--- config.mk ---
export PLATFORM = sky130hd
export DESIGN_NAME = centered_moving_average_smoother_core
export DESIGN_NICKNAME = d
export VERILOG_FILES = /design/src/rtl/core/cmas_pkg.sv /design/src/rtl/core/cmas_fifo.sv /design/src/rtl/core/cmas_front.sv /design/src/rtl/core/cmas_back.sv /design/src/rtl/core/centered_moving_average_smoother_core.sv
export VERILOG_INCLUDE_DIRS = /design/src /design/src/rtl/core
export SDC_FILE = /design/constraint.sdc
export NUM_CORES = 2
export LEC_CHECK = 0
export ABC_AREA = 1
export BUFFER_PORTS_ARGS = -buffer_cell sky130_fd_sc_hd__buf_2
export CAP_MARGIN = 25
export CORE_UTILIZATION = 30
export DETAILED_ROUTE_END_ITERATION = 6
export PLACE_DENSITY = 0.44
export SLEW_MARGIN = 20
export SYNTH_ARGS = -nofsm -noshare
export SYNTH_HDL_FRONTEND = slang
export SYNTH_HIERARCHICAL = 1
export SYNTH_SLANG_ARGS = --single-unit
--- constraint.sdc ---
create_clock -name clock -period 16.1 [get_ports clock]
set_clock_uncertainty 0.2 [all_clocks]
set_input_delay 2.415 -clock clock [delete_from_list [all_inputs] [get_ports clock]]
set_output_delay 2.415 -clock clock [all_outputs]
set_load 0.005 [all_outputs]
--- src/rtl/core/assert_macros.svh ---
// ----------------------------------------------------------------------------
// Assertion macros
// Shared concurrent assertion wrappers; they compile away when SYNTH is set.
// ----------------------------------------------------------------------------
`ifndef ASSERT_MACROS_SVH
`define ASSERT_MACROS_SVH
`ifndef SYNTH
`define CMAS_ASSERT(label, clk, rst, prop) \
   label: assert property (@(posedge clk) disable iff (rst) prop) \
      else $error("assertion failed");
`define CMAS_NEVER(label, clk, rst, expr) \
   label: assert property (@(posedge clk) disable iff (rst) !(expr)) \
      else $error("forbidden condition seen");
`else
`define CMAS_ASSERT(label, clk, rst, prop)
`define CMAS_NEVER(label, clk, rst, expr)
`endif
`endif

--- src/rtl/core/cmas_pkg.sv ---
// ----------------------------------------------------------------------------
// cmas_pkg
// Shared widths, codes and types of the moving average smoother.
// ----------------------------------------------------------------------------
package cmas_pkg;

   localparam int SAMPLE_W   = 32;
   localparam int SPAN_W     = 6;
   localparam int CNT_W      = 6;
   localparam int HALF_W     = 5;
   localparam int SUM_W      = 38;
   localparam int HIST_AW    = 6;
   localparam int HALF_LIMIT = 31;
   localparam int Q_DEPTH    = 4;
   localparam int Q_AW       = 2;
   localparam int STEP_W     = 6;
   localparam int ADDR_W     = 3;

   // Register index of the span register.
   localparam logic REG_SPAN = 1'b0;

   // One division job: window sum, samples in the window, end-of-block mark.
   typedef struct packed {
      logic signed [SUM_W-1:0] sum;
      logic [CNT_W-1:0]        count;
      logic                    last_out;
   } job_type;

endpackage

--- src/rtl/core/cmas_fifo.sv ---
// ----------------------------------------------------------------------------
// cmas_fifo
// Small job queue between the window front end and the divider.
// ----------------------------------------------------------------------------
module cmas_fifo (
   input  logic             clock,
   input  logic             reset,
   input  logic             push,
   input  cmas_pkg::job_type push_data,
   output logic             full,
   input  logic             pop,
   output cmas_pkg::job_type pop_data,
   output logic             empty
);
   import cmas_pkg::*;

   job_type          store_ff [Q_DEPTH];
   logic [Q_AW-1:0]  wr_ptr_ff, wr_ptr_in;
   logic [Q_AW-1:0]  rd_ptr_ff, rd_ptr_in;
   logic [Q_AW:0]    fill_ff, fill_in;

   assign full     = (fill_ff == (Q_AW+1)'(Q_DEPTH));
   assign empty    = (fill_ff == '0);
   assign pop_data = store_ff[rd_ptr_ff];

   always_comb begin
      wr_ptr_in = wr_ptr_ff + Q_AW'(push);
      rd_ptr_in = rd_ptr_ff + Q_AW'(pop);
      fill_in   = fill_ff + (Q_AW+1)'(push) - (Q_AW+1)'(pop);
   end

   always_ff @(posedge clock) begin
      if (reset) begin
         wr_ptr_ff <= '0;
         rd_ptr_ff <= '0;
         fill_ff   <= '0;
      end else begin
         wr_ptr_ff <= wr_ptr_in;
         rd_ptr_ff <= rd_ptr_in;
         fill_ff   <= fill_in;
      end
   end

   always_ff @(posedge clock) begin
      if (push) begin
         store_ff[wr_ptr_ff] <= push_data;
      end
   end

endmodule

--- src/rtl/core/cmas_front.sv ---
// ----------------------------------------------------------------------------
// cmas_front
// Takes samples, keeps the history and a running window sum, and queues one
// division job for every smoothed value the sample releases.
// ----------------------------------------------------------------------------
`include "assert_macros.svh"
module cmas_front (
   input  logic                            clock,
   input  logic                            reset,
   input  logic [cmas_pkg::SPAN_W-1:0]     window_span,
   input  logic                            req_valid,
   output logic                            req_ready,
   input  logic signed [cmas_pkg::SAMPLE_W-1:0] req_sample,
   input  logic                            req_block_end,
   output logic                            push,
   output cmas_pkg::job_type               push_data,
   input  logic                            q_full
);
   import cmas_pkg::*;

   localparam logic [1:0] ST_IDLE = 2'd0;
   localparam logic [1:0] ST_TRIM = 2'd1;
   localparam logic [1:0] ST_DROP = 2'd2;

   logic [1:0]              state_ff, state_in;
   logic signed [SAMPLE_W-1:0] hist_mem [2**HIST_AW];
   logic signed [SAMPLE_W-1:0] rdata_ff;
   logic [HIST_AW-1:0]      wptr_ff, wptr_in, rd_addr;
   logic signed [SUM_W-1:0] sum_ff, sum_in;
   // One bit wider than the count: a full window plus the new sample is 64.
   logic [CNT_W:0]          wcnt_ff, wcnt_in;
   logic [CNT_W-1:0]        rc_ff, rc_in, rc_next;
   logic [HALF_W-1:0]       h_ff, h_in, h_sel, span_h;
   logic [HALF_W-1:0]       m_ff, m_in;
   logic                    last_ff, last_in;
   logic [CNT_W:0]          lim, target;
   logic                    accept;

   assign accept    = req_valid && req_ready;
   assign req_ready = (state_ff == ST_IDLE);
   assign rd_addr   = wptr_ff - HIST_AW'(wcnt_ff);

   always_comb begin
      span_h = (window_span >> 1) > SPAN_W'(HALF_LIMIT) ? HALF_W'(HALF_LIMIT)
                                                       : HALF_W'(window_span >> 1);
      h_sel  = (rc_ff == '0) ? span_h : h_ff;
      rc_next = (rc_ff == '1) ? rc_ff : rc_ff + 1'b1;
      // Window size wanted now: full span, or the shrinking flush window.
      lim = last_ff ? ((CNT_W+1)'(m_ff) + (CNT_W+1)'(h_ff) + 1'b1)
                    : ((CNT_W+1)'({h_ff, 1'b0}) + 1'b1);
      target = (lim > (CNT_W+1)'(rc_ff)) ? (CNT_W+1)'(rc_ff) : lim;
   end

   always_comb begin
      state_in  = state_ff;
      wptr_in   = wptr_ff;
      sum_in    = sum_ff;
      wcnt_in   = wcnt_ff;
      rc_in     = rc_ff;
      h_in      = h_ff;
      m_in      = m_ff;
      last_in   = last_ff;
      push      = 1'b0;
      push_data = '{sum: sum_ff, count: CNT_W'(wcnt_ff), last_out: 1'b0};
      unique case (state_ff)
         ST_IDLE: begin
            if (accept) begin
               wptr_in = wptr_ff + 1'b1;
               h_in    = h_sel;
               rc_in   = rc_next;
               last_in = req_block_end;
               if (rc_ff == '0) begin
                  sum_in  = SUM_W'(req_sample);
                  wcnt_in = (CNT_W+1)'(1);
               end else begin
                  sum_in  = sum_ff + SUM_W'(req_sample);
                  wcnt_in = wcnt_ff + 1'b1;
               end
               m_in = ((rc_next - 1'b1) > CNT_W'(h_sel)) ? h_sel
                                                          : HALF_W'(rc_next - 1'b1);
               state_in = ST_TRIM;
            end
         end
         ST_TRIM: begin
            if (wcnt_ff > target) begin
               state_in = ST_DROP;
            end else if (!last_ff) begin
               if (rc_ff > CNT_W'(h_ff)) begin
                  if (!q_full) begin
                     push     = 1'b1;
                     state_in = ST_IDLE;
                  end
               end else begin
                  state_in = ST_IDLE;
               end
            end else if (!q_full) begin
               push      = 1'b1;
               push_data = '{sum: sum_ff, count: CNT_W'(wcnt_ff), last_out: (m_ff == '0)};
               if (m_ff == '0) begin
                  rc_in    = '0;
                  state_in = ST_IDLE;
               end else begin
                  m_in = m_ff - 1'b1;
               end
            end
         end
         ST_DROP: begin
            sum_in   = sum_ff - SUM_W'(rdata_ff);
            wcnt_in  = wcnt_ff - 1'b1;
            state_in = ST_TRIM;
         end
         default: state_in = ST_IDLE;
      endcase
   end

   always_ff @(posedge clock) begin
      if (reset) begin
         state_ff <= ST_IDLE;
         wptr_ff  <= '0;
         rc_ff    <= '0;
         wcnt_ff  <= '0;
         h_ff     <= '0;
         m_ff     <= '0;
         last_ff  <= 1'b0;
      end else begin
         state_ff <= state_in;
         wptr_ff  <= wptr_in;
         rc_ff    <= rc_in;
         wcnt_ff  <= wcnt_in;
         h_ff     <= h_in;
         m_ff     <= m_in;
         last_ff  <= last_in;
      end
   end

   always_ff @(posedge clock) begin
      sum_ff <= sum_in;
   end

   always_ff @(posedge clock) begin
      if (accept) begin
         hist_mem[wptr_ff] <= req_sample;
      end
      rdata_ff <= hist_mem[rd_addr];
   end

   `CMAS_ASSERT(a_wcnt_le_rc, clock, reset, (state_ff == ST_TRIM) |-> (wcnt_ff <= (CNT_W+1)'(rc_ff) + 1'b1))
   `CMAS_NEVER(a_push_full, clock, reset, push && q_full)
   `CMAS_ASSERT(a_drop_from_trim, clock, reset, (state_ff == ST_DROP) |-> ($past(state_ff) == ST_TRIM))

endmodule

--- src/rtl/core/cmas_back.sv ---
// ----------------------------------------------------------------------------
// cmas_back
// Serial divider: one quotient bit per cycle, then the result register.
// ----------------------------------------------------------------------------
`include "assert_macros.svh"
module cmas_back (
   input  logic                            clock,
   input  logic                            reset,
   input  logic                            q_empty,
   input  cmas_pkg::job_type               pop_data,
   output logic                            pop,
   output logic                            rsp_valid,
   input  logic                            rsp_ready,
   output logic signed [cmas_pkg::SAMPLE_W-1:0] rsp_smoothed,
   output logic                            rsp_final_result
);
   import cmas_pkg::*;

   localparam logic [1:0] B_IDLE = 2'd0;
   localparam logic [1:0] B_DIV  = 2'd1;
   localparam logic [1:0] B_DONE = 2'd2;

   logic [1:0]          state_ff, state_in;
   logic [SUM_W-1:0]    quo_ff, quo_in, quo_fix;
   logic [CNT_W-1:0]    rem_ff, rem_in, div_ff;
   logic [CNT_W:0]      rem_sh;
   logic                ge;
   logic                neg_ff, fin_ff;
   logic [STEP_W-1:0]   step_ff, step_in;
   logic                out_valid_ff, out_valid_in, load_out;
   logic [SAMPLE_W-1:0] out_data_ff;
   logic                out_fin_ff;

   assign rsp_valid        = out_valid_ff;
   assign rsp_smoothed     = out_data_ff;
   assign rsp_final_result = out_fin_ff;
   assign pop              = (state_ff == B_IDLE) && !q_empty;
   assign load_out         = (state_ff == B_DONE) && (!out_valid_ff || rsp_ready);

   always_comb begin
      rem_sh  = {rem_ff, quo_ff[SUM_W-1]};
      ge      = rem_sh >= (CNT_W+1)'(div_ff);
      rem_in  = ge ? CNT_W'(rem_sh - (CNT_W+1)'(div_ff)) : CNT_W'(rem_sh);
      quo_in  = {quo_ff[SUM_W-2:0], ge};
      quo_fix = neg_ff ? (~quo_ff + 1'b1) : quo_ff;
      step_in = step_ff;
      state_in = state_ff;
      unique case (state_ff)
         B_IDLE: begin
            step_in = '0;
            if (!q_empty) state_in = B_DIV;
         end
         B_DIV: begin
            step_in = step_ff + 1'b1;
            if (step_ff == STEP_W'(SUM_W - 1)) state_in = B_DONE;
         end
         B_DONE: begin
            if (load_out) state_in = B_IDLE;
         end
         default: state_in = B_IDLE;
      endcase
      out_valid_in = load_out || (out_valid_ff && !rsp_ready);
   end

   always_ff @(posedge clock) begin
      if (reset) begin
         state_ff     <= B_IDLE;
         step_ff      <= '0;
         out_valid_ff <= 1'b0;
      end else begin
         state_ff     <= state_in;
         step_ff      <= step_in;
         out_valid_ff <= out_valid_in;
      end
   end

   always_ff @(posedge clock) begin
      if (pop) begin
         neg_ff <= pop_data.sum[SUM_W-1];
         quo_ff <= pop_data.sum[SUM_W-1] ? SUM_W'(-pop_data.sum) : SUM_W'(pop_data.sum);
         div_ff <= pop_data.count;
         fin_ff <= pop_data.last_out;
         rem_ff <= '0;
      end else if (state_ff == B_DIV) begin
         quo_ff <= quo_in;
         rem_ff <= rem_in;
      end
      if (load_out) begin
         out_data_ff <= quo_fix[SAMPLE_W-1:0];
         out_fin_ff  <= fin_ff;
      end
   end

   `CMAS_ASSERT(a_step_bound, clock, reset, (state_ff == B_DIV) |-> (step_ff < STEP_W'(SUM_W)))
   `CMAS_ASSERT(a_rem_lt_div, clock, reset, (state_ff == B_DIV) |-> (rem_ff < div_ff))
   `CMAS_ASSERT(a_load_free, clock, reset, load_out |-> (!out_valid_ff || rsp_ready))

endmodule

--- src/rtl/core/centered_moving_average_smoother_core.sv ---
// ----------------------------------------------------------------------------
// centered_moving_average_smoother_core
// A value's path: the front end accepts its request, trims the window with one
// drop step per sample leaving it and queues a job; the divider pops the job,
// runs 38 divider steps and unloads it; it takes one job at a time, in order.
// The front end takes no new request until it has queued the last one's jobs.
// Reset (synchronous, active high) clears the block state and sets span to 5.
// The history memory needs no clearing pass; it is read only after writing.
// ----------------------------------------------------------------------------
module centered_moving_average_smoother_core (
   input  logic                            clock,
   input  logic                            reset,
   // Sample requests.
   input  logic                            req_valid,
   output logic                            req_ready,
   input  logic signed [cmas_pkg::SAMPLE_W-1:0] req_sample,
   input  logic                            req_block_end,
   // Smoothed results.
   output logic                            rsp_valid,
   input  logic                            rsp_ready,
   output logic signed [cmas_pkg::SAMPLE_W-1:0] rsp_smoothed,
   output logic                            rsp_final_result,
   // Register port.
   input  logic                            psel,
   input  logic                            penable,
   input  logic                            pwrite,
   input  logic [cmas_pkg::ADDR_W-1:0]     paddr,
   input  logic [31:0]                     pwdata,
   output logic [31:0]                     prdata,
   output logic                            pready
);
   import cmas_pkg::*;

   // The span register is sampled by the front end at the first request of
   // each block, so a write during a block takes effect with the next block.
   logic [SPAN_W-1:0] span_ff, span_in;
   logic              reg_wr;
   logic              q_push, q_pop, q_full, q_empty;
   job_type           q_in, q_out;

   assign pready = 1'b1;
   assign reg_wr = psel && penable && pwrite && (paddr[2] == REG_SPAN);
   assign span_in = reg_wr ? pwdata[SPAN_W-1:0] : span_ff;
   assign prdata = (paddr[2] == REG_SPAN) ? 32'(span_ff) : 32'd0;

   always_ff @(posedge clock) begin
      if (reset) begin
         span_ff <= SPAN_W'(5);
      end else begin
         span_ff <= span_in;
      end
   end

   // The front end keeps a running window sum and queues one job per result.
   cmas_front u_front (
      .clock         (clock),
      .reset         (reset),
      .window_span   (span_ff),
      .req_valid     (req_valid),
      .req_ready     (req_ready),
      .req_sample    (req_sample),
      .req_block_end (req_block_end),
      .push          (q_push),
      .push_data     (q_in),
      .q_full        (q_full)
   );

   // A short queue lets the front end run ahead of the divider.
   cmas_fifo u_fifo (
      .clock     (clock),
      .reset     (reset),
      .push      (q_push),
      .push_data (q_in),
      .full      (q_full),
      .pop       (q_pop),
      .pop_data  (q_out),
      .empty     (q_empty)
   );

   // The back end divides each sum by its sample count, toward zero.
   cmas_back u_back (
      .clock            (clock),
      .reset            (reset),
      .q_empty          (q_empty),
      .pop_data         (q_out),
      .pop              (q_pop),
      .rsp_valid        (rsp_valid),
      .rsp_ready        (rsp_ready),
      .rsp_smoothed     (rsp_smoothed),
      .rsp_final_result (rsp_final_result)
   );

endmodule
# Word level (Yosys, flattened, before mapping)
# Memory sizes are Yosys's and may differ from the RTL's. A register that Yosys moved wholly into a read port is not among the register bits.
# Index checks and enable logic that the tools add are counted.
# totals
romBits	0
n_memories	2
ramBits	2228
input_bits	75
latch_bits	0
elab_cells	155
regBits	177
output_inout_bits	68
# op_classes
eq_ne	19
muxes	57
shifts	0
magnitude_cmp	6
n_addsub	20
multipliers	0
bitwise	2
div_mod_pow	0
reduce_logical	27
# memory_table
memory	words	width	rd	rd_ports_with_merged_regs	write_ports	line_no	text
u_front.hist_mem	64	32	1	1	1	cmas_front.sv:26	logic signed [SAMPLE_W-1:0] hist_mem [2**HIST_AW];
u_fifo.store_ff	4	45	1	1	1	cmas_fifo.sv:17	job_type store_ff [Q_DEPTH];
# op_table
cell	n
38-bit two-way mux	5
38-bit one-hot mux with 2 select lines	1
6-bit two-way mux	8
5-bit two-way mux	8
38-bit by 32-bit adder with 38-bit output	1
38-bit negation	1
38-bit by 32-bit subtractor with 38-bit output	1
32-bit by 1-bit adder with 32-bit output, second input constant	1
32-bit two-way mux	1
32-bit NOT	1
7-bit two-way mux	4
6-bit one-hot mux with 2 select lines	2
2-bit two-way mux	11
6-bit by 1-bit adder with 6-bit output, second input constant	3
7-bit by 1-bit adder with 7-bit output, second input constant	2
7-bit one-hot mux with 2 select lines	1
1-bit two-way mux	13
6-bit equality test, second input constant	2
6-bit by 5-bit greater-than comparator with 1-bit output	2
4-bit inequality test, second input constant	3
2-bit one-hot mux with 3 select lines	2
6-bit AND reduction	2
6-bit subtractor	2
2-bit inequality test, second input constant	5
29 further kinds	49

# Longest topological paths before layout
# logic_depth
word_depth	10
ltp_mapped	30
depth_no_buf	29

# Hierarchy
# Netlist, hierarchy kept.
# by_module_without_submodules
mod	cells_each	n_inst	area_per_inst_um2	seq_area_each_um2
cmas_front	7443	1	91876.9	63921.3
cmas_fifo	570	1	7722.4	5545.3
cmas_back	733	1	5963.2	2672.6
centered_moving_average_smoother_core	83	1	560.5	120.1

# Least setup slack after synthesis
# OpenSTA, ideal clock, no wires.
# synth_path
kind	reg-to-reg
start	register u_front.h_ff[0]
end	memory u_fifo/store_ff[0][0] (netlist name), enable pin
n_path_buf	1
slack_ns	8.577
setup_ns	0.503
required_ns	15.397
synth_period_minus_slack_ns	7.523
stages_incl_launch_ff	26
t_arrival_ns	6.820
cell_sequence	dfxtp_1 > inv_1 > ha_1 > fa_1 > o21ai_0 > xor2_1 > nand2_1 > o21ai_0 > ha_1 > and3_1 > a21oi_1 > nand2_1 > nand2_1 > clkbuf_1 > nor2_1 > a21oi_1 > ha_1 > a21oi_1 > nor3_1 > nor3_1 > a21boi_0 > nor2_1 > nand2_1 > nor2_1 > inv_1 > nor3_1
# synth_between
elab_chain_cells	10
word_cells_on_any_way	14
classes_between	add/sub: 3; order compare: 3; mux: 8
# synth_lines
item	line_no	text
start: declaration	cmas_front.sv:33	logic [HALF_W-1:0] h_ff, h_in, h_sel, span_h;
start signal: assignment	cmas_front.sv:130	h_ff <= h_in;
5-bit by 5-bit adder with 6-bit output	cmas_front.sv:49	lim = last_ff ? ((CNT_W+1)'(m_ff) + (CNT_W+1)'(h_ff) + 1'b1)
7-bit by 1-bit adder with 7-bit output	cmas_front.sv:49	
7-bit two-way mux	cmas_front.sv:49	
7-bit by 6-bit greater-than comparator with 1-bit output	cmas_front.sv:51	target = (lim > (CNT_W+1)'(rc_ff)) ? (CNT_W+1)'(rc_ff) : lim;
7-bit two-way mux	cmas_front.sv:51	
7-bit greater-than comparator	cmas_front.sv:85	if (wcnt_ff > target) begin
1-bit two-way mux *	cmas_front.sv:85	
1-bit two-way mux *	cmas_front.sv:65	unique case (state_ff)
via q_push	centered_moving_average_smoother_core.sv:38	logic q_push, q_pop, q_full, q_empty;
1-bit two-way mux *	cmas_fifo.sv:45	if (push) begin
1-bit two-way mux (not written as such) *	cmas_fifo.sv:46	store_ff[wr_ptr_ff] <= push_data;
end: declaration	cmas_fifo.sv:17	
# The timed path passes the listed nets; every way through them passes the cells marked *.

# Final worst setup path
# layout_path
start	register u_front.wcnt_ff[1]
end	register u_front.rdata_ff[3] (read register of u_front.hist_mem)
# layout_between
elab_chain_cells	1
# layout_lines
item	line_no	text
start: declaration	cmas_front.sv:31	logic [CNT_W:0] wcnt_ff, wcnt_in;
start signal: assignment	cmas_front.sv:129	wcnt_ff <= wcnt_in;
6-bit subtractor	cmas_front.sv:41	assign rd_addr = wptr_ff - HIST_AW'(wcnt_ff);
end: declaration	cmas_front.sv:27	logic signed [SAMPLE_W-1:0] rdata_ff;
# No other way between the ends.
# A chain may end at the register's enable or synchronous reset.

==> results.toml <==
[run_status]
status = "complete, no violations"

[clocking]
clk_latency_ns = 0.93
clockRootBuffer = "clkbuf_16"
cts.path.max_buffers = 4
cts_resized = 0
cts_tree = "built"
postCtsHoldBufs = 0
clk_pin_slew_worst_paths_ns = 0.06
cts_setup_buffers = 0
h-tree-depth = 5
cts_buffers = 289
clkSinkCount = 2437

[sta]
finalCritPeriodShare = 0.408
clock.fmax_mhz = 152
finalHoldViolCount = 0
fin_crit_ns = 6.56
rsz0062_at_grt = "false"
maxSlewViolCount = 0
setup_viol = 0
worst_slack_ns = 9.54
worstMarginPinSlew_ns = 1.04
relSlewSlack = 0.302
fin_tns_setup_ns = 0

[hold_path]
hold_class = "reg2reg"

[worst_setup_path]
crit_path_end_kind = "flip-flop"
crit_required_ns = 16.61
cp.arrival_ns = 7.07
cp_cell_sequence = "inv_1 -> fa_4 -> buf_4 -> buf_4 -> buf_4 -> o21ai_0 -> o32ai_1 -> mux2_2 -> nand2_1 -> nand3_1 -> nand2_1 -> o21ai_1"
crit_path_start_kind = "flip-flop"
cpPeakStageDelay_ns = 1.54
path_class = "reg2reg"
path_delay_family = "buffers and inverters"
crit_path_frequent_cell = "buf_4"
slowest_stage = "fa_4"
crit_path_max_fanout = 80
cp.buffers_inverters = 4

[die]
core_sq_mm = 0.352
num_io_pins = 143
die_w_microns = 597
die_area_sq_mm = 0.356
start_util = 0.301
die_height_microns = 597
rows = 218

[power_and_ir_drop]
power.density_mw_per_mm2 = 200
ir_drop_mv = 0.214
leakagePower_uw = 0.0404
power_uw = 24200

[detailed_routing]
vias = 69700
detail-route-antenna-nets = 0
wl_per_cell_microns = 24.6
drc_errors = 0
drtIter0Drc = 5782
finalWirelength_microns = 341000
viasPerCell = 5.03
drt_first_pass_iters = 5

[place]
pre_cts_ws_ns = 9.47
gp_congestion = 0.881
post-dp-hpwl_microns = 200000
port_buffers = 87

[synthesis]
synthesis.area_sq_mm = 0.106
ys_warn_count = 6
synth-edff-count = 2345
synth.avg_cell_area_sq_um = 12.0
syn_inst = 8829
synthDistinctLibCells = 69
synth-seq-cells = 2437
yosysSeqAreaShare = 0.681
async_flop_share = 0
synth_flop_cell = "edfxtp_1"

[finish]
seq_area_sq_mm = 0.0723
fillers = 34800
layout-area-overhead-vs-synth_pct = 14.0
fin_util = 0.343
layout-drive-gt1-share = 0.125
num-nets-final = 9115
multi_input_area_sq_mm = 0.0302

[global_routing]
grt_util_all_layers = 0.187
grt_overflow = 0
antenna_found_initial = 15
grt_pass1_wl_microns = 487000
grt_max_degree = 188
grt_pass1_vias = 68200

[run]
maxCapViolations = 0
## logic make-up after synthesis
| family | count (synthesis) | synth area share |
|---|---|---|
| compound gates | 1667 | 0.103 |
| xor+xnor | 82 | 0.00702 |
| fa+ha+maj | 134 | 0.0162 |
| buf+inv | 983 | 0.0406 |
| flops | 2437 | 0.681 |
| mux | 256 | 0.0272 |
| other cells | 2 | 0.0000708 |
| simple gates | 3268 | 0.125 |
## area by class of cell
class,instances,area share
inverters,462,0.0145
diodes,13,0.000269
well taps,4730,0.0489
multi-input cells,5434,0.250
flip-flops and latches,2437,0.597
clock buffers,377,0.0640
repair buffers,282,0.0165
clock inverters,127,0.00876
## synthesized netlist by cell type (35+ instances only)
library cell / instances / share of area
clkbuf_1: 205 / 0.0073
a21oi_1: 220 / 0.010
nand2_1: 867 / 0.031
xor2_1: 59 / 0.0049
nand3_1: 356 / 0.017
edfxtp_1: 2345 / 0.66
inv_1: 444 / 0.016
nor3_1: 35 / 0.0017
o21ai_0: 726 / 0.034
o32ai_1: 512 / 0.042
o21ai_1: 46 / 0.0022
nor2_1: 1876 / 0.066
mux2_2: 248 / 0.026
buf_2: 244 / 0.012
dfxtp_1: 92 / 0.017
buf_4: 39 / 0.0028
o211ai_2: 45 / 0.0053
ha_1: 128 / 0.015
## metrics by stage
| stage | hold slack [ns] | cell area, sq um | std cells |
|---|---|---|---|
| 2_1_floorplan | 0.200 | 106000 | 8854 |
| 3_3_place_gp | 0.218 | 112000 | 13300 |
| 3_5_place_dp | 0.226 | 112000 | 13300 |
| 4_1_cts | 0.238 | 121000 | 13800 |
| 5_1_grt | 0.250 | 121000 | 13900 |
| 6_report | 0.231 | 121000 | 13900 |
## sequential cells by signal, summed over array words and instances (netlist names), 2 cells and up
register	count
u_back/div_ff	6
u_fifo/rd_ptr_ff	2
u_front/h_ff	5
u_front/state_ff	2
u_back/state_ff	2
u_front/m_ff	5
u_back/step_ff	6
u_back/rsp_smoothed	32
u_fifo/store_ff	180
u_fifo/fill_ff	3
u_front/hist_mem	2048
u_back/rem_ff	6
u_front/sum_ff	38
u_back/quo_ff	38
u_fifo/wr_ptr_ff	2
u_front/wptr_ff	6
span_ff	6
u_front/rc_ff	6
u_front/rdata_ff	32
u_front/wcnt_ff	7
## routing by layer
metal / global-route usage / vias up / part of all wire
met4: 0.0599 / 2 / 0.032
met1: 0.261 / 35400 / 0.46
met2: 0.304 / 1750 / 0.46
li1: - / 32100 / -
met5: 0 / - / 0.000026
met3: 0.0209 / 433 / 0.047
## layout by cell type, fill, tap and decap left out, drive strengths merged, types with 7 or more instances in the layout
master,instances
o21ai,779
dfxtp,92
clkbuf,377
diode,13
nand4,34
ha,128
a31oi,17
conb,27
a211oi,7
xor2,61
clkinv,105
inv,470
edfxtp,2345
bufinv,11
a21oi,220
mux2,256
nor3,38
buf,282
nand2,902
or2,15
nand3,364
a21o,14
o211ai,73
o32ai,512
nor2,1898
nor4,7
o21bai,15
xnor2,21
## worst paths after layout
check | from | end | slack, ns | cells after the start
worst max-delay path | u_front/wcnt_ff[1]$_SDFFE_PP0P_ | u_front/rdata_ff[3]$_DFF_P_ | 9.54 | 12
worst min-delay path | u_back/fin_ff$_DFFE_PP_ | u_back/rsp_final_result$_DFFE_PP_ | 0.23 | 0
worst max register to register | u_front/wcnt_ff[1]$_SDFFE_PP0P_ | u_front/rdata_ff[3]$_DFF_P_ | 9.54 | 12
worst min register to register | u_back/fin_ff$_DFFE_PP_ | u_back/rsp_final_result$_DFFE_PP_ | 0.23 | 0
## report_power, final
part	switching, uW	total (uW)	leakage (uW)	internal [uW]
clock network	2620	6180	0.00429	3570
logic	7130	10300	0.0142	3170
registers	342	7760	0.0219	7420
Power figures use the tool's default switching activity.
